$ cat src/sv/mva_pkg.sv
package mva_pkg;

  localparam int unsigned DefaultMaxVoices = 8;
  localparam int unsigned CfgW             = 4;
  localparam int unsigned NoteW            = 7;
  localparam int unsigned StampW           = 32;
  localparam int unsigned MaskW            = 8;

  localparam logic [CfgW-1:0] ResetActiveVoices = 4'd8;

  typedef enum logic [1:0] {
    FuncNoteOn   = 2'd0,
    FuncNoteOff  = 2'd1,
    FuncKeyPress = 2'd2,
    FuncOther    = 2'd3
  } mva_func_e;

  typedef enum logic [1:0] {
    RouteOk       = 2'd0,
    RouteOffDrop  = 2'd1,
    RouteNoFree   = 2'd2,
    RouteNoActive = 2'd3
  } mva_route_e;

  typedef struct packed {
    mva_func_e                func;
    logic [7:0]               status_byte;
    logic [NoteW-1:0]         data_one;
    logic [6:0]               data_two;
    logic signed [StampW-1:0] stamp;
  } mva_item_t;

  typedef struct packed {
    logic [MaskW-1:0] dest_mask;
    mva_route_e       route_status;
    logic [7:0]       out_status_byte;
    logic [NoteW-1:0] out_data_one;
    logic [6:0]       out_data_two;
  } mva_result_t;

  // what the scan found so far
  typedef struct packed {
    logic match;
    logic rel;
    logic old;
  } mva_scan_flags_t;

endpackage

$ cat src/sv/mva_voice_store.sv
module mva_voice_store #(
  parameter int unsigned MaxVoices = mva_pkg::DefaultMaxVoices,
  localparam int unsigned IdxW = (MaxVoices > 1) ? $clog2(MaxVoices) : 1
) (
  input  logic                             clk_i,
  input  logic                             rst_ni,
  input  logic                             rd_en_i,
  input  logic [IdxW-1:0]                  rd_addr_i,
  output logic [mva_pkg::NoteW-1:0]        rd_note_o,
  output logic signed [mva_pkg::StampW-1:0] rd_stamp_o,
  output logic                             rd_released_o,
  input  logic                             wr_en_i,
  input  logic [IdxW-1:0]                  wr_addr_i,
  input  logic [mva_pkg::NoteW-1:0]        wr_note_i,
  input  logic signed [mva_pkg::StampW-1:0] wr_stamp_i,
  input  logic                             wr_released_i
);
  import mva_pkg::*;

  logic [NoteW-1:0]         note_mem  [MaxVoices];
  logic signed [StampW-1:0] stamp_mem [MaxVoices];
  logic                     rel_mem   [MaxVoices];

  logic [MaxVoices-1:0]     valid_q;
  logic                     hit_q;
  logic [NoteW-1:0]         note_rd_q;
  logic signed [StampW-1:0] stamp_rd_q;
  logic                     rel_rd_q;

  always_ff @(posedge clk_i) begin
    if (wr_en_i) begin
      note_mem[wr_addr_i]  <= wr_note_i;
      stamp_mem[wr_addr_i] <= wr_stamp_i;
      rel_mem[wr_addr_i]   <= wr_released_i;
    end
    if (rd_en_i) begin
      note_rd_q  <= note_mem[rd_addr_i];
      stamp_rd_q <= stamp_mem[rd_addr_i];
      rel_rd_q   <= rel_mem[rd_addr_i];
    end
  end

  always_ff @(posedge clk_i or negedge rst_ni) begin
    if (!rst_ni) begin
      valid_q <= '0;
      hit_q   <= 1'b0;
    end else begin
      if (wr_en_i) begin
        valid_q[wr_addr_i] <= 1'b1;
      end
      if (rd_en_i) begin
        hit_q <= valid_q[rd_addr_i];
      end
    end
  end

  // never-written voices read as free, note zero, stamp minus one
  assign rd_note_o     = hit_q ? note_rd_q : '0;
  assign rd_stamp_o    = hit_q ? stamp_rd_q : '1;
  assign rd_released_o = hit_q ? rel_rd_q : 1'b1;

endmodule

$ cat src/sv/mva_scan_unit.sv
module mva_scan_unit #(
  parameter int unsigned MaxVoices = mva_pkg::DefaultMaxVoices,
  localparam int unsigned IdxW = (MaxVoices > 1) ? $clog2(MaxVoices) : 1
) (
  input  logic                              clk_i,
  input  logic                              rst_ni,
  input  logic                              clear_i,
  input  logic signed [mva_pkg::StampW-1:0] clear_stamp_i,
  input  logic                              sample_i,
  input  logic [IdxW-1:0]                   idx_i,
  input  logic [mva_pkg::NoteW-1:0]         note_i,
  input  logic signed [mva_pkg::StampW-1:0] stamp_i,
  input  logic                              released_i,
  input  logic [mva_pkg::NoteW-1:0]         key_note_i,
  output mva_pkg::mva_scan_flags_t          flags_o,
  output logic [IdxW-1:0]                   match_idx_o,
  output logic [IdxW-1:0]                   rel_idx_o,
  output logic [IdxW-1:0]                   old_idx_o
);
  import mva_pkg::*;

  mva_scan_flags_t          flags_q, flags_d;
  logic [IdxW-1:0]          match_idx_q, match_idx_d;
  logic [IdxW-1:0]          rel_idx_q, rel_idx_d;
  logic [IdxW-1:0]          old_idx_q, old_idx_d;
  logic signed [StampW-1:0] rel_age_q, rel_age_d;
  logic signed [StampW-1:0] old_age_q, old_age_d;
  logic                     note_hit;
  logic                     rel_lt;
  logic                     old_lt;

  // shared compare unit: one voice per cycle
  assign note_hit = (note_i == key_note_i);
  assign rel_lt   = (stamp_i < rel_age_q);
  assign old_lt   = (stamp_i < old_age_q);

  always_comb begin
    flags_d     = flags_q;
    match_idx_d = match_idx_q;
    rel_idx_d   = rel_idx_q;
    old_idx_d   = old_idx_q;
    rel_age_d   = rel_age_q;
    old_age_d   = old_age_q;
    if (clear_i) begin
      flags_d   = '0;
      rel_age_d = clear_stamp_i;
      old_age_d = clear_stamp_i;
    end else if (sample_i) begin
      // lowest-numbered match wins
      if (note_hit && !flags_q.match) begin
        flags_d.match = 1'b1;
        match_idx_d   = idx_i;
      end
      // strict compare keeps the lowest number on equal age
      if (released_i && rel_lt) begin
        flags_d.rel = 1'b1;
        rel_idx_d   = idx_i;
        rel_age_d   = stamp_i;
      end
      if (old_lt) begin
        flags_d.old = 1'b1;
        old_idx_d   = idx_i;
        old_age_d   = stamp_i;
      end
    end
  end

  always_ff @(posedge clk_i or negedge rst_ni) begin
    if (!rst_ni) begin
      flags_q     <= '0;
      match_idx_q <= '0;
      rel_idx_q   <= '0;
      old_idx_q   <= '0;
      rel_age_q   <= '0;
      old_age_q   <= '0;
    end else begin
      flags_q     <= flags_d;
      match_idx_q <= match_idx_d;
      rel_idx_q   <= rel_idx_d;
      old_idx_q   <= old_idx_d;
      rel_age_q   <= rel_age_d;
      old_age_q   <= old_age_d;
    end
  end

  assign flags_o     = flags_q;
  assign match_idx_o = match_idx_q;
  assign rel_idx_o   = rel_idx_q;
  assign old_idx_o   = old_idx_q;

endmodule

$ cat src/sv/midi_voice_allocator.sv
// MIDI voice allocator. Each request carries one timestamped MIDI message and
// yields exactly one result: a voice mask, a route status and the forwarded
// bytes. Note on, note off and key pressure go to the lowest voice already on
// that note, else (not for note off) to the oldest released voice older than
// the message, else to the oldest voice older than it. Other messages go to
// every active voice. Voice state sits in a memory with one read port and one
// write port that one compare unit walks one voice per cycle; a note message
// scans the voice count (active_voices capped at MaxVoices), then passes a
// last-read state and a resolve state before the next accept, while other
// messages and a zero voice count go straight to resolve. The result waits in
// an output register, and the following request may be taken while it waits.
// active_voices may only be written while no request is in flight.
module midi_voice_allocator #(
  parameter int unsigned MaxVoices = mva_pkg::DefaultMaxVoices
) (
  input  logic                     clk_i,
  input  logic                     rst_ni,
  input  logic                     in_valid_i,
  output logic                     in_ready_o,
  input  mva_pkg::mva_item_t       in_item_i,
  output logic                     out_valid_o,
  input  logic                     out_ready_i,
  output mva_pkg::mva_result_t     out_result_o,
  input  logic                     cfg_valid_i,
  output logic                     cfg_ready_o,
  input  logic [mva_pkg::CfgW-1:0] cfg_data_i
);
  import mva_pkg::*;

  localparam int unsigned IdxW = (MaxVoices > 1) ? $clog2(MaxVoices) : 1;
  localparam int unsigned CntW = $clog2(MaxVoices + 1);

  typedef enum logic [1:0] {
    StIdle,
    StScan,
    StLast,
    StResolve
  } state_e;

  state_e          state_q, state_d;
  logic [CfgW-1:0] active_q, active_d;
  mva_item_t       item_q, item_d;
  logic [IdxW-1:0] iss_q, iss_d;
  logic            rd_vld_q, rd_vld_d;
  logic [IdxW-1:0] rd_idx_q, rd_idx_d;
  logic            out_valid_q, out_valid_d;
  mva_result_t     out_q, out_d;

  logic [CntW-1:0]          n_voices;
  logic                     in_fire;
  logic                     rd_en;
  logic                     scan_clear;
  logic                     last_issue;
  logic                     out_free;
  logic [NoteW-1:0]         rd_note;
  logic signed [StampW-1:0] rd_stamp;
  logic                     rd_released;
  mva_scan_flags_t          flags;
  logic [IdxW-1:0]          match_idx;
  logic [IdxW-1:0]          rel_idx;
  logic [IdxW-1:0]          old_idx;
  logic                     tgt_ok;
  logic [IdxW-1:0]          tgt_idx;
  logic [MaskW-1:0]         res_mask;
  mva_route_e               res_route;
  logic                     wr_en;

  assign n_voices   = (32'(active_q) > MaxVoices) ? CntW'(MaxVoices) : CntW'(active_q);
  assign in_ready_o = (state_q == StIdle);
  assign in_fire    = in_valid_i && in_ready_o;
  assign cfg_ready_o = 1'b1;
  assign last_issue = (32'(iss_q) + 32'd1 == 32'(n_voices));
  assign out_free   = !out_valid_q || out_ready_i;

  // decide the routing from what the scan left behind
  always_comb begin
    tgt_ok    = 1'b0;
    tgt_idx   = '0;
    res_mask  = '0;
    res_route = RouteOk;
    if (n_voices == '0) begin
      res_route = RouteNoActive;
    end else if (item_q.func == FuncOther) begin
      for (int i = 0; i < MaskW; i++) begin
        res_mask[i] = (i < 32'(n_voices));
      end
    end else begin
      if (flags.match) begin
        tgt_ok  = 1'b1;
        tgt_idx = match_idx;
      end else if (item_q.func == FuncNoteOff) begin
        res_route = RouteOffDrop;
      end else if (flags.rel) begin
        tgt_ok  = 1'b1;
        tgt_idx = rel_idx;
      end else if (flags.old) begin
        tgt_ok  = 1'b1;
        tgt_idx = old_idx;
      end else begin
        res_route = RouteNoFree;
      end
      // voices past the mask width are routed but get no bit
      for (int i = 0; i < MaskW; i++) begin
        res_mask[i] = tgt_ok && (32'(tgt_idx) == i);
      end
    end
  end

  always_comb begin
    state_d     = state_q;
    active_d    = active_q;
    item_d      = item_q;
    iss_d       = iss_q;
    out_valid_d = out_valid_q;
    out_d       = out_q;
    rd_en       = 1'b0;
    scan_clear  = 1'b0;
    wr_en       = 1'b0;

    if (cfg_valid_i) begin
      active_d = cfg_data_i;
    end
    if (out_valid_q && out_ready_i) begin
      out_valid_d = 1'b0;
    end

    unique case (state_q)
      StIdle: begin
        if (in_fire) begin
          item_d     = in_item_i;
          iss_d      = '0;
          scan_clear = 1'b1;
          if ((n_voices == '0) || (in_item_i.func == FuncOther)) begin
            state_d = StResolve;
          end else begin
            state_d = StScan;
          end
        end
      end
      StScan: begin
        rd_en = 1'b1;
        if (last_issue) begin
          state_d = StLast;
        end else begin
          iss_d = iss_q + 1'b1;
        end
      end
      StLast: begin
        // last voice read lands in the scan unit at this edge
        state_d = StResolve;
      end
      StResolve: begin
        if (out_free) begin
          wr_en                 = tgt_ok;
          out_valid_d           = 1'b1;
          out_d.dest_mask       = res_mask;
          out_d.route_status    = res_route;
          out_d.out_status_byte = item_q.status_byte;
          out_d.out_data_one    = item_q.data_one;
          out_d.out_data_two    = item_q.data_two;
          state_d               = StIdle;
        end
      end
      default: begin
        state_d = StIdle;
      end
    endcase
  end

  assign rd_vld_d = rd_en;
  assign rd_idx_d = iss_q;

  always_ff @(posedge clk_i or negedge rst_ni) begin
    if (!rst_ni) begin
      state_q     <= StIdle;
      active_q    <= ResetActiveVoices;
      item_q      <= '0;
      iss_q       <= '0;
      rd_vld_q    <= 1'b0;
      rd_idx_q    <= '0;
      out_valid_q <= 1'b0;
      out_q       <= '0;
    end else begin
      state_q     <= state_d;
      active_q    <= active_d;
      item_q      <= item_d;
      iss_q       <= iss_d;
      rd_vld_q    <= rd_vld_d;
      rd_idx_q    <= rd_idx_d;
      out_valid_q <= out_valid_d;
      out_q       <= out_d;
    end
  end

  mva_voice_store #(
    .MaxVoices(MaxVoices)
  ) u_store (
    .clk_i        (clk_i),
    .rst_ni       (rst_ni),
    .rd_en_i      (rd_en),
    .rd_addr_i    (iss_q),
    .rd_note_o    (rd_note),
    .rd_stamp_o   (rd_stamp),
    .rd_released_o(rd_released),
    .wr_en_i      (wr_en),
    .wr_addr_i    (tgt_idx),
    .wr_note_i    (item_q.data_one),
    .wr_stamp_i   (item_q.stamp),
    .wr_released_i(item_q.func == FuncNoteOff)
  );

  mva_scan_unit #(
    .MaxVoices(MaxVoices)
  ) u_scan (
    .clk_i        (clk_i),
    .rst_ni       (rst_ni),
    .clear_i      (scan_clear),
    .clear_stamp_i(in_item_i.stamp),
    .sample_i     (rd_vld_q),
    .idx_i        (rd_idx_q),
    .note_i       (rd_note),
    .stamp_i      (rd_stamp),
    .released_i   (rd_released),
    .key_note_i   (item_q.data_one),
    .flags_o      (flags),
    .match_idx_o  (match_idx),
    .rel_idx_o    (rel_idx),
    .old_idx_o    (old_idx)
  );

  assign out_valid_o  = out_valid_q;
  assign out_result_o = out_q;

  // scan never reads a voice beyond the active count
  a_scan_in_range: assert property (@(posedge clk_i) disable iff (!rst_ni)
    rd_en |-> (32'(iss_q) < 32'(n_voices)))
    else $error("voice scan past active count");

  // a voice update always comes with a fresh result and a return to idle
  a_write_has_result: assert property (@(posedge clk_i) disable iff (!rst_ni)
    wr_en |=> (out_valid_o && (state_q == StIdle) && !$past(out_valid_q && !out_ready_i)))
    else $error("voice update without result");

  // dropped or unplaced requests reach no voice
  a_drop_no_mask: assert property (@(posedge clk_i) disable iff (!rst_ni)
    (out_valid_o && (out_result_o.route_status != RouteOk)) |->
      (out_result_o.dest_mask == '0))
    else $error("dropped request with voice mask");

endmodule

$ cat config.mk
export PLATFORM = sky130hd
export DESIGN_NAME = midi_voice_allocator
export DESIGN_NICKNAME = d
export VERILOG_FILES = /design/src/sv/mva_pkg.sv /design/src/sv/mva_voice_store.sv /design/src/sv/mva_scan_unit.sv /design/src/sv/midi_voice_allocator.sv
export SDC_FILE = /design/constraint.sdc
export NUM_CORES = 1
export LEC_CHECK = 0
export ABC_AREA = 1
export BUFFER_PORTS_ARGS = -buffer_cell sky130_fd_sc_hd__buf_4
export CAP_MARGIN = 20
export CORE_MARGIN = 2
export CORE_UTILIZATION = 64
export CTS_BUF_LIST = sky130_fd_sc_hd__clkbuf_2
export CTS_CLUSTER_DIAMETER = 200
export DETAILED_ROUTE_END_ITERATION = 8
export MAX_ROUTING_LAYER = met4
export PLACE_DENSITY_LB_ADDON = 0.3
export SLEW_MARGIN = 20
export SYNTH_ARGS = -nofsm -noshare
export SYNTH_HDL_FRONTEND = slang
export SYNTH_HIERARCHICAL = 1
export SYNTH_SLANG_ARGS = --single-unit
$ cat constraint.sdc
create_clock -name clk_i -period 4.8 [get_ports clk_i]
set_input_delay 0.72 -clock clk_i [delete_from_list [all_inputs] [get_ports clk_i]]
set_output_delay 0.72 -clock clk_i [all_outputs]
set_load 0.02 [all_outputs]
; ---- Word level (Yosys, flattened, before mapping)
; Memory sizes are Yosys's and may differ from the RTL's. A register that Yosys moved wholly into a read port is not among the register bits.
; Cells that the tools add are included.
[totals]
ff_bits = 187
ram_bits = 320
input_bits = 65
output_inout_bits = 35
wordCells = 162
memories = 3
[classes]
addsub = 2
n_lt_le_gt_ge = 14
eq_ne = 19
n_mux = 61
n_bitwise = 2
n_reduce_logical = 35
[mem_list]
columns = name, words, width, read_ports, rd_clocked_by_memory_dff, write_ports, line
row1 = u_store.stamp_mem, 8, 32, 1, 1, 1, mva_voice_store.sv:21  ; logic signed [StampW-1:0] stamp_mem [MaxVoices];
row2 = u_store.note_mem, 8, 7, 1, 1, 1, mva_voice_store.sv:20  ; logic [NoteW-1:0] note_mem [MaxVoices];
row3 = u_store.rel_mem, 8, 1, 1, 1, 1, mva_voice_store.sv:22  ; logic rel_mem [MaxVoices];
[op_table]
columns = cell, n
row1 = 2-to-1 mux 32 bit, 7
row2 = < comparator 32 bit, 2
row3 = 2-to-1 mux 3 bit, 12
row4 = 2-to-1 mux 1 bit, 24
row5 = 2-to-1 mux 2 bit, 10
row6 = "< comparator 3 x 4 -> 1 bit, first input constant", 4
row7 = 2-to-1 mux 8 bit, 2
row8 = AND reduction 3 bit, 5
row9 = logical AND 1 bit, 13
row10 = "== test 3 bit, second input constant", 4
row11 = AND reduction 2 bit, 5
row12 = nonzero test 2 bit, 5
row13 = "== test 2 bit, second input constant", 4
row14 = "< comparator 1 x 4 -> 1 bit, first input constant", 2
row15 = "< comparator 2 x 4 -> 1 bit, first input constant", 2
row16 = "< comparator 3 x 4 -> 1 bit, second input constant", 2
row17 = OR 8 bit, 1
row18 = case mux 2 bit (4 select lines), 1
row19 = == test 7 bit, 1
row20 = 2-to-1 mux 7 bit, 1
row21 = "== test 3 x 2 -> 1 bit, second input constant", 2
row22 = "!= test 2 bit, second input constant", 3
row23 = case mux 3 bit (2 select lines), 1
row24 = "adder 3 x 1 -> 4 bit, second input constant", 1
row25 = 16 further kinds, 19

; ---- Logic depth before layout (Yosys ltp)
; Gate-level depths: netlist of run 1.
[logic_depth]
word_depth = 13
ltp_mapped = 21
ltp_nobuf = 19

; ---- Modules after synthesis
; The synthesis of run 1 kept the hierarchy.
[modules_own_cells]
columns = module, n_inst, cells_each, area_per_inst_um2, seq_area_each_um2
row1 = mva_voice_store, 1, 1130, 14397.6, 11035.6
row2 = mva_scan_unit, 1, 725, 5251.3, 1901.8
row3 = midi_voice_allocator, 1, 544, 4400.5, 2553.7

; ---- Worst setup path after synthesis of run 1
; No wires, ideal clock.
[synth_path]
kind = input-to-reg
start = input out_ready_i
end = memory u_store.note_mem[7][0], enable pin
setup_ps = 437
arrival_ps = 3074
t_required_ps = 4363
setup_slack_ps = 1288
path_stages = 6
path_buffers = 0
path_cell_list = nor2_1 -> nor2_2 -> nand2_1 -> nor2_1 -> nand2_1 -> nor2_1
[synth_between]
elab_chain_cells = 5
[synth_rtl]
columns = item, line
row1 = "start, declared", midi_voice_allocator.sv:22  ; input logic out_ready_i,
row2 = logical OR 1 bit, midi_voice_allocator.sv:73  ; assign out_free = !out_valid_q || out_ready_i;
row3 = 2-to-1 mux 1 bit, midi_voice_allocator.sv:153  ; if (out_free) begin
row4 = 2-to-1 mux 1 bit, midi_voice_allocator.sv:127  ; unique case (state_q)
row5 = net wr_en, midi_voice_allocator.sv:66  ; logic wr_en;
row6 = 2-to-1 mux 1 bit, mva_voice_store.sv:31  ; if (wr_en_i) begin
row7 = 2-to-1 mux 1 bit (not written as such), mva_voice_store.sv:32  ; note_mem[wr_addr_i] <= wr_note_i;
row8 = "end, declared", mva_voice_store.sv:20
; The timed path passes the listed nets, and every way through them passes these cells.

; ---- Worst setup path after layout of run 1
[layout_path]
start = register state_q[0]
end = memory u_store.stamp_mem[3][1], enable pin
[layout_between]
elab_chain_cells = 4
[layout_rtl]
columns = item, line
row1 = "start, declared", midi_voice_allocator.sv:40  ; state_e state_q, state_d;
row2 = "start signal, assigned", midi_voice_allocator.sv:175  ; state_q <= StIdle;
row3 = "start signal, assigned", midi_voice_allocator.sv:184  ; state_q <= state_d;
row4 = == test 2 bit, midi_voice_allocator.sv:127
row5 = 2-to-1 mux 1 bit, midi_voice_allocator.sv:127
row6 = net wr_en, midi_voice_allocator.sv:66
row7 = 2-to-1 mux 1 bit, mva_voice_store.sv:31
row8 = 2-to-1 mux 1 bit (not written as such), mva_voice_store.sv:33  ; stamp_mem[wr_addr_i] <= wr_stamp_i;
row9 = "end, declared", mva_voice_store.sv:21
; The timed path passes the listed nets, and every way through them passes these cells.

==> results of run 1 <==
## power by group through the flow
stage / clock network, mW / logic [mW] / registers [mW]
after floorplan: 0 / 4.95 / 7.30
after global routing: 3.76 / 7.82 / 7.60
after detailed placement: 0 / 6.78 / 7.54
final: 3.46 / 6.96 / 7.47
after global placement: 0 / 6.45 / 7.47
after CTS: 3.52 / 6.86 / 7.45
## critical path: cells and delay by family (launching register included)
kind | cells | cell delay, ns
DFF | 1 | 0.41
adders and majority gates | 1 | 0.19
and+or+nand+nor | 5 | 2.17
buffers and inverters | 2 | 0.46
## state kept, by name, summed over array words and instances, names as in the netlist, 4 cells and up
signal and count:
active_q 4, item_q 56, out_result_o 32, u_scan/old_age_q 32
u_scan/rel_age_q 32, u_store/note_mem 56, u_store/note_rd_q 7, u_store/rel_mem 8
u_store/stamp_mem 256, u_store/stamp_rd_q 32, u_store/valid_q 8
## routing by layer
layer,part of all wire,routed length [um],vias to the layer above
li1,-,-,8472
met1,0.40,23100,8772
met2,0.50,29200,819
met3,0.073,4250,97
met4,0.024,1370,0
met5,0,0,-
## kinds of logic after synthesis
kind of cell	count (synthesis)	share of synthesized area
fa+ha+maj	67	0.0349
compound gates	333	0.0725
xor+xnor	5	0.00182
other cells	1	0.000156
buf+inv	295	0.0549
flops	547	0.644
mux	1	0.000468
simple gates	1150	0.191
## final cells by class
class / count / area (um2) / share of cell area
clock buffer: 205 / 1030 / 0.0379
antenna: 1 / 2.50 / 0.0000924
tap: 474 / 593 / 0.0219
sequential: 547 / 15500 / 0.572
multi-input combinational: 1557 / 7300 / 0.270
clock inverter: 38 / 392 / 0.0145
inverter: 181 / 686 / 0.0253
timing repair buffer: 188 / 1590 / 0.0587
## worst max path at each step
stage	to	cells past startpoint
final	u_store/stamp_mem[3][1]	8
after global routing	u_scan/rel_age_q[26]	16
after CTS	u_store/stamp_mem[2][14]	8
after detailed placement	u_store/stamp_mem[2][14]	8
after global placement	u_store/stamp_mem[2][14]	8
after floorplan	u_store/note_mem[7][0]	6
## cells in the mapped netlist, types with 4 or more instances
cell                       count
sky130_fd_sc_hd__buf_2        22
sky130_fd_sc_hd__o22ai_1      40
sky130_fd_sc_hd__nand3_1     129
sky130_fd_sc_hd__inv_2         9
sky130_fd_sc_hd__inv_1       172
sky130_fd_sc_hd__nand2_1     738
sky130_fd_sc_hd__nor2_1      246
sky130_fd_sc_hd__o21ai_1      56
sky130_fd_sc_hd__nor3_1        8
sky130_fd_sc_hd__buf_4        18
sky130_fd_sc_hd__o21ai_0     194
sky130_fd_sc_hd__ha_1         67
sky130_fd_sc_hd__dfrtp_1     186
sky130_fd_sc_hd__xor2_1        4
sky130_fd_sc_hd__clkbuf_2      6
sky130_fd_sc_hd__nand4_1      10
sky130_fd_sc_hd__buf_1         5
sky130_fd_sc_hd__a21oi_1      35
sky130_fd_sc_hd__buf_6        11
sky130_fd_sc_hd__edfxtp_1    360
sky130_fd_sc_hd__clkbuf_1     50
## timing repair
item | in CTS | in global routing
setup endpoints to repair | 0 | 0
hold buffers | 64 | 0
endpoints found under the hold margin | 191 | 0
buffers inserted | 0 | 0
==> out/summary.md, run 1 <==
The flow ran to the end, and the final reports show no timing, DRC or antenna violations. The data arrival time at the worst-slack endpoint is 4.23 ns, and the portion of synthesized cell area occupied by the leading cell type is 0.450. The run gives 18500 as the number of global-route vias before repair.

The ratio of cells with drive above 1 in the final layout was 0.141. The tools report the start point of the critical path as state_q[0]. In this run the critical register-to-register path is launched from state_q[0]. The later-pin clock latency in the skew report was 1.05 ns. The minimum setup slack among reg-to-reg paths was 1.23 ns. Worst hold path class: primary input to asynchronous set/reset pin. At the pin with the least slew margin, the transition time is 1.12 ns.

The fill cell instance count of the final layout is 2579, and the core area is 37300 um2. The run gives 0.385 as the global-route met1 utilization. The tools report the clock root buffer as sky130_fd_sc_hd__clkbuf_2. Once routing completed, OpenROAD measured the worst setup slack at 1.23 ns. The part of the total power dissipated in combinational logic is 0.389. The run gives 7 as the detailed-router iteration count before antenna repair. The worst register-to-register path ends at u_store/stamp_mem[3][1]. The first global-routing pass estimated 92300 um of wire. The run gives 135 as the TritonCTS buffer count. VDD sags by at most 0.610 mV.

The worst max-slew margin expressed relative to the limit is 0.253, and the count of input and output buffers is 98. The run gives 0 as the final hold violation count. The path depth of the worst reg2reg path came out at 8. Share of power burned in registers: 0.418. For the number of routed nets with antenna violations, the log shows 0.

The internal portion of the total power is 10.4 mW. The run gives 0.193 as the proportion of power drawn by the clock network. The library cell used most frequently in the layout, excluding fill and tap cells, is sky130_fd_sc_hd__nand2_1.

Among all flip-flop cells after synthesis, the most frequent one is sky130_fd_sc_hd__edfxtp_1. The share of synthesized area occupied by flip-flops and latches came out at 0.644. Startpoint class of the critical path: a flip-flop. Traced cell by cell, the critical path runs through ha_1, inv_1, nor2_2, nand2_1, nor2_1, nand2_1, nor2_4, buf_4. The routed wire length per instance came out at 18.2 um. In the routed layout, each cell is associated on average with a via count of 5.69. The run gives 6 as the yosys synthesis warning count.

The number of placed instances, taps included, is 2883. The final core utilization is 0.726, and the overall track demand over capacity in global routing is 0.313. The post-route worst hold slack is 0.384 ns.

The total overflow left after global routing is 0. For the floorplan die area, the log shows 39100 um2. For this design, the slowest cell found on the critical path is sky130_fd_sc_hd__nor2_4. The die span in x came out at 198 um. For the final database, setup skew stands at 0.0829 ns. The met2 usage in global routing is 0.524, and the data required time of the worst path is 5.47 ns. In the layout the commonest cells are sky130_fd_sc_hd__nand2_1 (737), sky130_fd_sc_hd__edfxtp_1 (360), sky130_fd_sc_hd__nor2_1 (238).

Based on the critical path, the design can be clocked at up to 0.280 GHz. The total cell area at the placement stage is 25000 um2, and the power density over the cells is 660 nW/um2. The met3 track utilization from global routing came out at 0.0538. TritonCTS built the clock tree.

The routed design could run at a clock period as short as 3.57 ns. For this run, the number of standard cells in the final layout without fillers is 3191. The number of design-rule violations left by the first detailed-router iteration came out at 1661. Entering global routing, the biggest net connects 107 pins. Counting every sink on the clock net gives 547. The run gives 0 as the final-report max-slew violation count. The post-route clock period utilization works out to 0.744. In this run the vertical extent of the chip is 198 um. The run gives 44 as the number of different library cells in the post-synthesis netlist. Share of synthesized registers carrying an async set or reset: 0.342. The initial antenna violation count is 1. Timing analysis after detailed placement gives a worst setup slack of 1.07 ns.

The CTS clock-pin slew for the worst setup and hold paths is 0.10 ns, and the via count is 18200. After routing the design area is 27100 um2. STA classifies the critical path endpoint as a flip-flop. Summed over all layers, the routed wires come to 57900 um. Count of state elements after synthesis: 547. When the netlist entered floorplanning its net count stood at 2531.

The busiest metal layer after global routing was met2. In this run, synthesis inferred 360 flip-flops with an integrated enable. In this design, the stage delay of the slowest critical-path cell is 0.79 ns. The library cell with the largest summed area after synthesis was sky130_fd_sc_hd__edfxtp_1. Total power for the finished layout comes to 17.9 mW. Setup repair after global routing left no endpoint under its margin. The final net count came out at 2742. In this run the cell area of the synthesized design comes to 24000 um2. After synthesis, the cell types taking the most area are sky130_fd_sc_hd__edfxtp_1 (45%), sky130_fd_sc_hd__dfrtp_1 (19%), sky130_fd_sc_hd__nand2_1 (12%), sky130_fd_sc_hd__o21ai_0 (4.0%), sky130_fd_sc_hd__nor2_1 (3.8%).

The average cell area after synthesis was 10.0 um2. The relative area change from synthesis to final layout is 12.7%. The switching share of power is 0.420, and the remaining routing DRC violations is 0. At the end of routability-driven placement, the weighted congestion stood at 0.866. The maximum level of the CTS H-tree is 4.

By instance count, the cell type seen most on the critical path is sky130_fd_sc_hd__nand2_1. Starting density of the core: 0.645. Of all nets on the critical path, the largest fanout is 25. For the worst-case clock buffer depth, the log shows 3. The post-DP HPWL was 34000 um. The critical path is of the flip-flop to flip-flop type.

The logs give 100 for the number of primary I/O pins and 71 for the number of rows in the core area. The run gives 12.1 nW as the leakage power total. Setup violations remaining at the end of the flow were counted as 0.

The switching power summed over all nets was 7.51 mW; the number of instances in the synthesized netlist was 2399. Post-CTS repair changed the size of 0 cells. Max-cap violations in this run came to 0. The final setup TNS is 0 ns.
(Power assumes the default switching activity.)
==> run 2, diff against run 1 <==
Settings changed: ABC_AREA 1 to 0, CORE_UTILIZATION 64 to 58.
Clock period 4.8 ns to 2.95 ns, I/O delays scaled along.
==> run 2 against run 1 <==
The flow now finishes with violations (setup timing); sequential power rose by 62%; final area rose by 11%; flip-flop and latch count did not move; clock power rose by 57%; wire length rose by 5.3%; count of clock-buffer cells in the layout rose by 6.
==> out/summary.md, run 2 <==
The tools report the clock root buffer as sky130_fd_sc_hd__clkbuf_2. In the post-synthesis netlist, the cell with the most instances is sky130_fd_sc_hd__edfxtp_1. The number of primary I/O pins was 100 (unchanged); the share of synthesized registers carrying an async set or reset was 0.342 (unchanged).

TritonCTS built the clock tree. The tools report the worst max-slew margin expressed relative to the limit as 0.345 (+0.0921). The number of instances in the synthesized netlist was 1623 (-32%); the share of synthesized area occupied by flip-flops and latches was 0.636 (-0.00837). The floorplan die area came out at 43700 um2 (+12%). The routed wire length per instance came out at 22.8 um (+25%).

The die boundary height was 209 um (+5.6%). Complex-gate fraction of the synthesized area: 0.0876 (+0.0151). For the data required time of the worst path, the log shows 4.05 ns (-1.42 ns).

The worst-case clock buffer depth was 3 (unchanged). The TritonCTS buffer count was 137 (+1.5%). Average cell area after synthesis: 15.0 um2 (+50%). The overall track demand over capacity in global routing came out at 0.288 (-0.0248). The final reports fail on setup timing. The post-layout minimum cycle time was 3.13 ns (-0.443 ns). For the placer congestion estimate, the log shows 0.917 (+6.0%). The run gives 76 (+73%) as the number of different library cells in the post-synthesis netlist.

The library cell with the largest summed area after synthesis was sky130_fd_sc_hd__edfxtp_1. Post-DP HPWL: 34700 um (+2.1%). The register ranked first by flip-flop count is u_store/stamp_mem. The vias per cell works out to 6.11 (+7.3%). The final setup slack of the worst path came out at -0.176 ns (-1.41 ns). For the setup-violating endpoint count in the final report, the log shows 60 (+60). After synthesis, the largest family of logic cells by area is multiplexers. In the layout the commonest cells are sky130_fd_sc_hd__edfxtp_1 (360), sky130_fd_sc_hd__clkbuf_2 (211), sky130_fd_sc_hd__buf_4 (183). The synthesized net count was 1755 (-31%); the total cell area at the placement stage was 26400 um2 (+5.3%). The post-synthesis adder-cell area fraction came out at 0.0344 (-0.000453). The max-cap violation count is 0 (unchanged), and the final core utilization is 0.723 (-0.00279).

The highest net fanout along the worst path came out at 8 (-68%). The run gives 0.625 mV (+2.6%) as the peak supply drop. The data arrival time at the worst-slack endpoint came out at 4.23 ns (about the same). Setup repair after global routing could not meet its margin everywhere. The post-route worst hold slack is 0.151 ns (-0.233 ns), and the detailed-router iteration count before antenna repair is 8 (+1). The worst setup path is launched from a flip-flop.

The clock net sink count came out at 547 (unchanged). The final-report max-slew violation count is 0 (unchanged), and the ratio of cells with drive above 1 in the final layout is 0.362 (+0.221). The flip-flop count of the largest register, all copies and words added was 256 (unchanged); the cell area after layout was 30100 um2 (+11%). The yosys synthesis warning count was 6 (unchanged); the global route total overflow was 0 (unchanged).

Critical path start-end classification: flip-flop to flip-flop. Worst slack at placement: -0.367 ns (-1.44 ns). STA classifies the critical path endpoint as a flip-flop. The flow ran to the end, but the final reports show violations. Mux contribution to synthesized area: 0.149 (+0.149). The starting density of the core was 0.585 (-0.0598); the power density over the cells was 1010 nW/um2 (+54%). The largest registers in the layout are u_store/stamp_mem (256), item_q (56), u_store/note_mem (56). Leakage power total: 11.7 nW (-3.4%). Number of routed nets with antenna violations: 0 (unchanged). The via count is 16400 (-9.9%). The core area is 41700 um2 (+12%). The logs give 0.0803 ns (-0.00262 ns) for the clock tree skew after final layout and 4 (unchanged) for the maximum level of the CTS H-tree.

For the final net count, the log shows 2152 (-22%). The run gives 72 (-33%) as the maximum number of pins on one net before global-route repair. The logs give 75 (+5.6%) for the number of rows in the core area and 0 (unchanged) for the remaining routing DRC violations.

The netlist area before placement was 24400 um2 (+1.3%); the number of design-rule violations left by the first detailed-router iteration was 1670 (+0.54%). Worst hold path class: primary input to flip-flop. The final hold violation count is 0 (unchanged), and the CTS clock-pin slew for the worst setup and hold paths is 0.10 ns (about the same). The die span in x was 209 um (+5.6%). The achievable clock frequency was 0.320 GHz (+14%). After synthesis, the most frequently instantiated cells are sky130_fd_sc_hd__edfxtp_1 (360), sky130_fd_sc_hd__dfrtp_1 (186), sky130_fd_sc_hd__mux2_2 (127). Final wirelength: 61000 um (+5.3%). The count of flip-flops with a built-in enable after synthesis was 360 (unchanged); the number of global-route vias before repair was 16800 (-8.8%). The area growth from synthesis to layout is 23.7%. Post-synthesis share of cell area spent on and, or, nand and nor gates: 0.0577 (-0.134). The count of input and output buffers is 98 (unchanged), and the post-route clock period utilization is 1.06 (+0.316). The library cell used most frequently in the layout, excluding fill and tap cells, is sky130_fd_sc_hd__edfxtp_1.

In the synthesized netlist the dominant register cell turns out to be sky130_fd_sc_hd__edfxtp_1. The post-synthesis xor/xnor area fraction was 0.00288 (+0.00105); the portion of synthesized cell area occupied by the leading cell type was 0.444 (-0.00584). The later-pin clock latency in the skew report is 1.30 ns (+0.25 ns), and the transition time at the pin with the least slew margin is 0.982 ns (-0.138 ns). For the initial antenna violation count, the log shows 3 (+2).

Count of state elements after synthesis: 547 (unchanged). Ranked by total cell area, the synthesized netlist is headed by sky130_fd_sc_hd__edfxtp_1 (44%), sky130_fd_sc_hd__dfrtp_1 (19%), sky130_fd_sc_hd__mux4_2 (7.5%), sky130_fd_sc_hd__mux2_2 (5.9%), sky130_fd_sc_hd__ha_1 (3.4%). The run gives 92800 um (+0.62%) as the first-pass GRT wire length.
-- run 2: cell count changes after synthesis, moves of 55 or more --
cell | before | now
sky130_fd_sc_hd__mux4_2 | 0 | 81
sky130_fd_sc_hd__mux2_2 | 1 | 127
sky130_fd_sc_hd__o21ai_0 | 194 | 54
sky130_fd_sc_hd__nand2_1 | 738 | 47
sky130_fd_sc_hd__nand3_1 | 129 | 14
sky130_fd_sc_hd__o21ai_1 | 56 | 1
sky130_fd_sc_hd__inv_1 | 172 | 73
sky130_fd_sc_hd__nor2_1 | 246 | 62
-- run 2: layer usage --
metal	wire (um)	global-route usage	up-vias
met4	1590	0.112	0
li1	-	-	7223
met5	0	-	-
met1	24900	0.372	8242
met2	30100	0.453	755
met3	4400	0.0612	142
-- run 2: power by group --
part	leakage (nW)	switching, mW	internal (mW)
Clock	1.03	3.07	2.37
Combinational	5.21	6.78	6.27
Sequential	5.48	1.49	10.6
-- run 2: area by class of cell --
type / instances / area, um2
inverter: 75 / 282
tap: 539 / 674
fill: 2652 / 11500
multi-input combinational: 904 / 8840
clock inverter: 41 / 320
sequential: 547 / 15500
timing repair buffer: 355 / 3440
antenna: 7 / 17.5
clock buffer: 211 / 1060
-- run 2: kinds of logic after synthesis --
family,count (synthesis)
muxes,246
other,1
xor gates and xnor gates,8
adders and majority gates,67
buffers and inverters,172
AOI/OAI and AO/OA,315
and+or+nand+nor,267
DFF,547
-- run 2: final timing paths --
check                      slack [ns]                from                   end  depth (start not counted)
max in group asynchronous        2.25              rst_ni  u_scan/rel_age_q[14]                          4
min reg2reg                      0.48  u_store/valid_q[5]    u_store/valid_q[5]                          1
min                              0.15        in_item_i[3]   u_scan/rel_age_q[3]                          4
min in group asynchronous        0.34              rst_ni     u_scan/flags_o[1]                          4
max reg2reg                     -0.18       u_store/hit_q  u_scan/old_age_q[14]                         12
max                             -0.18       u_store/hit_q  u_scan/old_age_q[14]                         12
-- run 2: critical path, cell delays in order, from the launching register on --
cell and delay, ns:
sky130_fd_sc_hd__dfrtp_2 0.44, sky130_fd_sc_hd__buf_6 0.17, sky130_fd_sc_hd__clkbuf_16 0.20, sky130_fd_sc_hd__nand2b_4 0.09
sky130_fd_sc_hd__ha_4 0.26, sky130_fd_sc_hd__nand2_2 0.05, sky130_fd_sc_hd__or3_4 0.37, sky130_fd_sc_hd__o41ai_4 0.40
sky130_fd_sc_hd__o211ai_1 0.31, sky130_fd_sc_hd__buf_4 0.25, sky130_fd_sc_hd__buf_8 0.13, sky130_fd_sc_hd__a32oi_1 0.17
sky130_fd_sc_hd__o21ai_1 0.10
-- run 2: what timing repair did --
| item | CTS | global route |
|---|---|---|
| gates cloned | 3 | 6 |
| endpoints found under the setup margin | 72 | 70 |
| hold buffers | 134 | 0 |
| pin swaps | 14 | 13 |
| hold endpoints to repair | 361 | 0 |
| setup buffers | 7 | 16 |
| gates resized for setup | 56 | 96 |
-- run 2: stage by stage --
step / setup TNS (ns) / instances / power (mW)
after CTS: -0.116 / 2651 / 29.7
after detailed placement: -15.58 / 2258 / 23.3
after global placement: -9.01 / 2258 / 22.9
final: -3.93 / 2679 / 30.6
after global routing: -8.41 / 2679 / 32.3
after floorplan: -117.73 / 1623 / 19.6
==> run 3, diff against run 2 <==
Settings changed: ABC_AREA 0 to 1.
==> run 3 against run 2 <==
Final area shrank 5.0%; combinational power decreased by 7%; sequential power barely moved; highest routed layer unchanged; sequential share of layout area up 2.7 points; largest cell class unchanged; critical path depth is 3 higher; worst hold slack improved by 0.015 ns; power is 2.9% lower; the flow now finishes without violations; clock power up 0.7%; die area down 1.3%.
==> out/summary.md, run 3 (synthesized netlist as in run 1, its figures left out) <==
For the internal power contribution, the log shows 17.3 mW (-10%). The tools report the remaining routing DRC violations as 0 (unchanged). The leakage power total is 12.8 nW (+9.3%), and the post-CTS repair timing setup buffer count is 0 (-7). The power density over the cells was 1040 nW/um2 (+2.2%); the final-report max-slew violation count was 0 (unchanged). The number of global-route vias before repair is 19200 (+14%). The worst slack at placement was 0.242 ns (+0.609 ns); the clock tree skew after final layout was 0.130 ns (+0.0497 ns). The transition time at the pin with the least slew margin is 0.853 ns (-0.129 ns). The total cell area at the placement stage was 25400 um2 (-3.6%); the global route total overflow was 0 (unchanged). The number of routed nets with antenna violations was 0 (unchanged). The category of the worst setup path capture point was a flip-flop. The flip-flop count of the largest register, all copies and words added was 256 (unchanged). The TritonCTS buffer count is 137 (unchanged), and the placer congestion estimate is 0.908 (-0.99%). For the non-filler instance count after layout, the log shows 3395 (+27%). Max-cap violation count: 0 (unchanged). The logs give 0.356 GHz (+11%) for the achievable clock frequency and 4.11 ns (+0.06 ns) for the data required time of the worst path. The CTS clock-pin slew for the worst setup and hold paths is 0.10 ns (about the same). The run gives 28600 um2 (-5.0%) as the cell area after layout.

The starting density of the core is 0.588 (+0.00285). The number of primary I/O pins came out at 100 (unchanged). The first-pass GRT wire length was 99000 um (+6.7%); the post-layout minimum cycle time was 2.81 ns (-0.319 ns). The setup-violating endpoint count in the final report was 0 (-100%); the floorplan die area was 43100 um2 (-1.3%).

TritonCTS built the clock tree. The path depth of the worst reg2reg path came out at 15 (+3). The share of power burned in registers came out at 0.405 (+0.010).

The clock net sink count was 547 (unchanged). Worst max-slew margin expressed relative to the limit: 0.431 (+0.0862). The worst hold path depth works out to 6 (+2). For the number of rows in the core area, the log shows 74 (-1.3%). Setup repair after global routing could not meet its margin everywhere. The data arrival time at the worst-slack endpoint came out at 3.97 ns (-0.26 ns).

The tools report the post-DP HPWL as 34300 um (-1.3%). The worst hold path class was primary input to flip-flop. Worst-case clock buffer depth: 3 (unchanged).

The post-route worst hold slack is 0.166 ns (+0.0152 ns). The run gives 166 (+130%) as the maximum number of pins on one net before global-route repair. Vias per cell: 5.55 (-9.1%). Fill cell instance count of the final layout: 3014 (+14%). The clock root buffer is sky130_fd_sc_hd__clkbuf_2. The critical path in this run is classified as flip-flop to flip-flop. The tools report the switching power summed over all nets as 12.4 mW (+9.2%).

The number of cells after detailed placement came out at 2957 (+31%). The worst register-to-register path begins at u_store/hit_q. The most common cell after layout, fill and taps aside was sky130_fd_sc_hd__nand2_1. The final hold violation count came out at 0 (unchanged).

The largest registers in the layout are u_store/stamp_mem (256), item_q (56), u_store/note_mem (56). The tools report the part of the total power dissipated in combinational logic as 0.411 (-0.016). The highest net fanout along the worst path is 41 (+33). The run gives 40900 um2 (-1.8%) as the core area. The peak supply drop came out at 0.752 mV (+20%). The routed wire length per instance works out to 18.4 um (-19%). Launch instance of the worst min-delay path: out_ready_i. The run gives 62500 um (+2.6%) as the final wirelength. The worst register-to-register path ends at u_scan/old_age_q[20]. The switching share of power was 0.417 (+0.0460).

The ratio of cells with drive above 1 in the final layout came out at 0.146 (-0.216). The flow ran to the end, and the final reports show no timing, DRC or antenna violations. The path with the worst hold slack has its endpoint at state_q[0]. The run gives 1875 (+12%) as the number of design-rule violations left by the first detailed-router iteration. The final setup slack of the worst path was 0.143 ns (+0.319 ns); the count of input and output buffers was 98 (unchanged). The tools report the overall track demand over capacity in global routing as 0.304 (+0.0162). The worst setup path is launched from a flip-flop.

More flip-flops sit in one register than any other, and that register is u_store/stamp_mem. The final net count was 2875 (+34%); the die span in x was 208 um (-0.64%). Via count: 18900 (+15%). The logs give 0.14 ns (+0.32 ns) for the minimum setup slack among reg-to-reg paths and 3 (unchanged) for the initial antenna violation count. For the later-pin clock latency in the skew report, the log shows 1.31 ns (about the same). The detailed-router iteration count before antenna repair was 6 (-2); the maximum level of the CTS H-tree was 4 (unchanged).

The relative area change from synthesis to final layout works out to 19.1%. In the layout the commonest cells are sky130_fd_sc_hd__nand2_1 (737), sky130_fd_sc_hd__edfxtp_1 (360), sky130_fd_sc_hd__nor2_1 (238). Post-route clock period utilization: 0.952 (-0.108). The tools report the proportion of power drawn by the clock network as 0.184 (+0.006).

The die boundary height is 208 um (-0.64%).
==> run 3: cell types whose count changed in the layout (fill, tap and decap cells not counted), sizes merged, moves of 78 or more <==
| cell | before | now |
|---|---|---|
| nand2 | 47 | 742 |
| buf | 218 | 140 |
| inv | 79 | 186 |
| nand3 | 14 | 133 |
| mux4 | 81 | 0 |
| mux2 | 128 | 1 |
| nor2 | 62 | 248 |
| o21ai | 55 | 250 |
==> run 3: metal layers <==
layer	GRT usage	routed length (um)	vias up
li1	-	-	8762
met1	0.385	25600	9040
met2	0.476	30100	903
met3	0.0697	5330	147
met4	0.129	1500	0
met5	-	0	-
==> run 3: how the worst max path moves through the flow <==
stage | startpoint | to | slack [ns] | cells after the start
after floorplan | active_q[3] | u_store/note_mem[6][0] | -0.43 | 6
after CTS | state_q[0] | in_ready_o | 0.11 | 3
after detailed placement | u_store/hit_q | u_scan/old_idx_o[2] | 0.24 | 14
final | u_store/hit_q | u_scan/old_age_q[20] | 0.14 | 15
after global routing | u_store/hit_q | u_scan/old_age_q[20] | -0.02 | 15
after global placement | u_store/hit_q | u_scan/rel_age_q[24] | 0.31 | 16
==> run 3: repair_timing <==
action | in CTS | in global routing
hold buffers | 179 | 0
setup endpoints to repair | 0 | 28
endpoints found under the hold margin | 342 | 0
resized for setup | 0 | 6
==> run 3: power groups by stage <==
stage	registers [mW]	clock network [mW]	logic (mW)
global route	12.2	5.99	13.7
detailed placement	12.1	0	11.3
global placement	12.0	0	10.9
CTS	12.0	5.58	11.9
finish	12.0	5.48	12.2
floorplan	11.9	0	8.05
==> run 3: critical path, stage by stage (launching register included) <==
cell	delay, ns
sky130_fd_sc_hd__dfrtp_1	0.39
sky130_fd_sc_hd__buf_12	0.22
sky130_fd_sc_hd__nand2_1	0.16
sky130_fd_sc_hd__ha_1	0.33
sky130_fd_sc_hd__a21oi_1	0.15
sky130_fd_sc_hd__nor2_1	0.06
sky130_fd_sc_hd__nor3_1	0.14
sky130_fd_sc_hd__nand2_1	0.10
sky130_fd_sc_hd__nand2_1	0.06
sky130_fd_sc_hd__nand2_1	0.10
sky130_fd_sc_hd__nand2_1	0.13
sky130_fd_sc_hd__nand3_1	0.17
sky130_fd_sc_hd__nand3_2	0.14
sky130_fd_sc_hd__buf_4	0.29
sky130_fd_sc_hd__nand3_1	0.14
sky130_fd_sc_hd__nand2_1	0.08
==> run 3: through the flow <==
stage	utilization	setup TNS (ns)	total power, mW
detailed placement	0.621	0	23.4
global route	0.700	-0.0440	31.9
global placement	0.621	0	23.0
finish	0.700	0	29.7
CTS	0.699	0	29.5
floorplan	-	-115.77	19.9
==> run 3: area by class of cell <==
class	instances	area, um2	share of cell area
clock buffer	214	1070	0.0374
inverter	181	683	0.0239
tap	532	666	0.0232
sequential	547	15500	0.541
timing repair buffer	319	3070	0.107
multi-input combinational	1557	7320	0.256
clock inverter	41	308	0.0108
antenna	4	10.0	0.000350
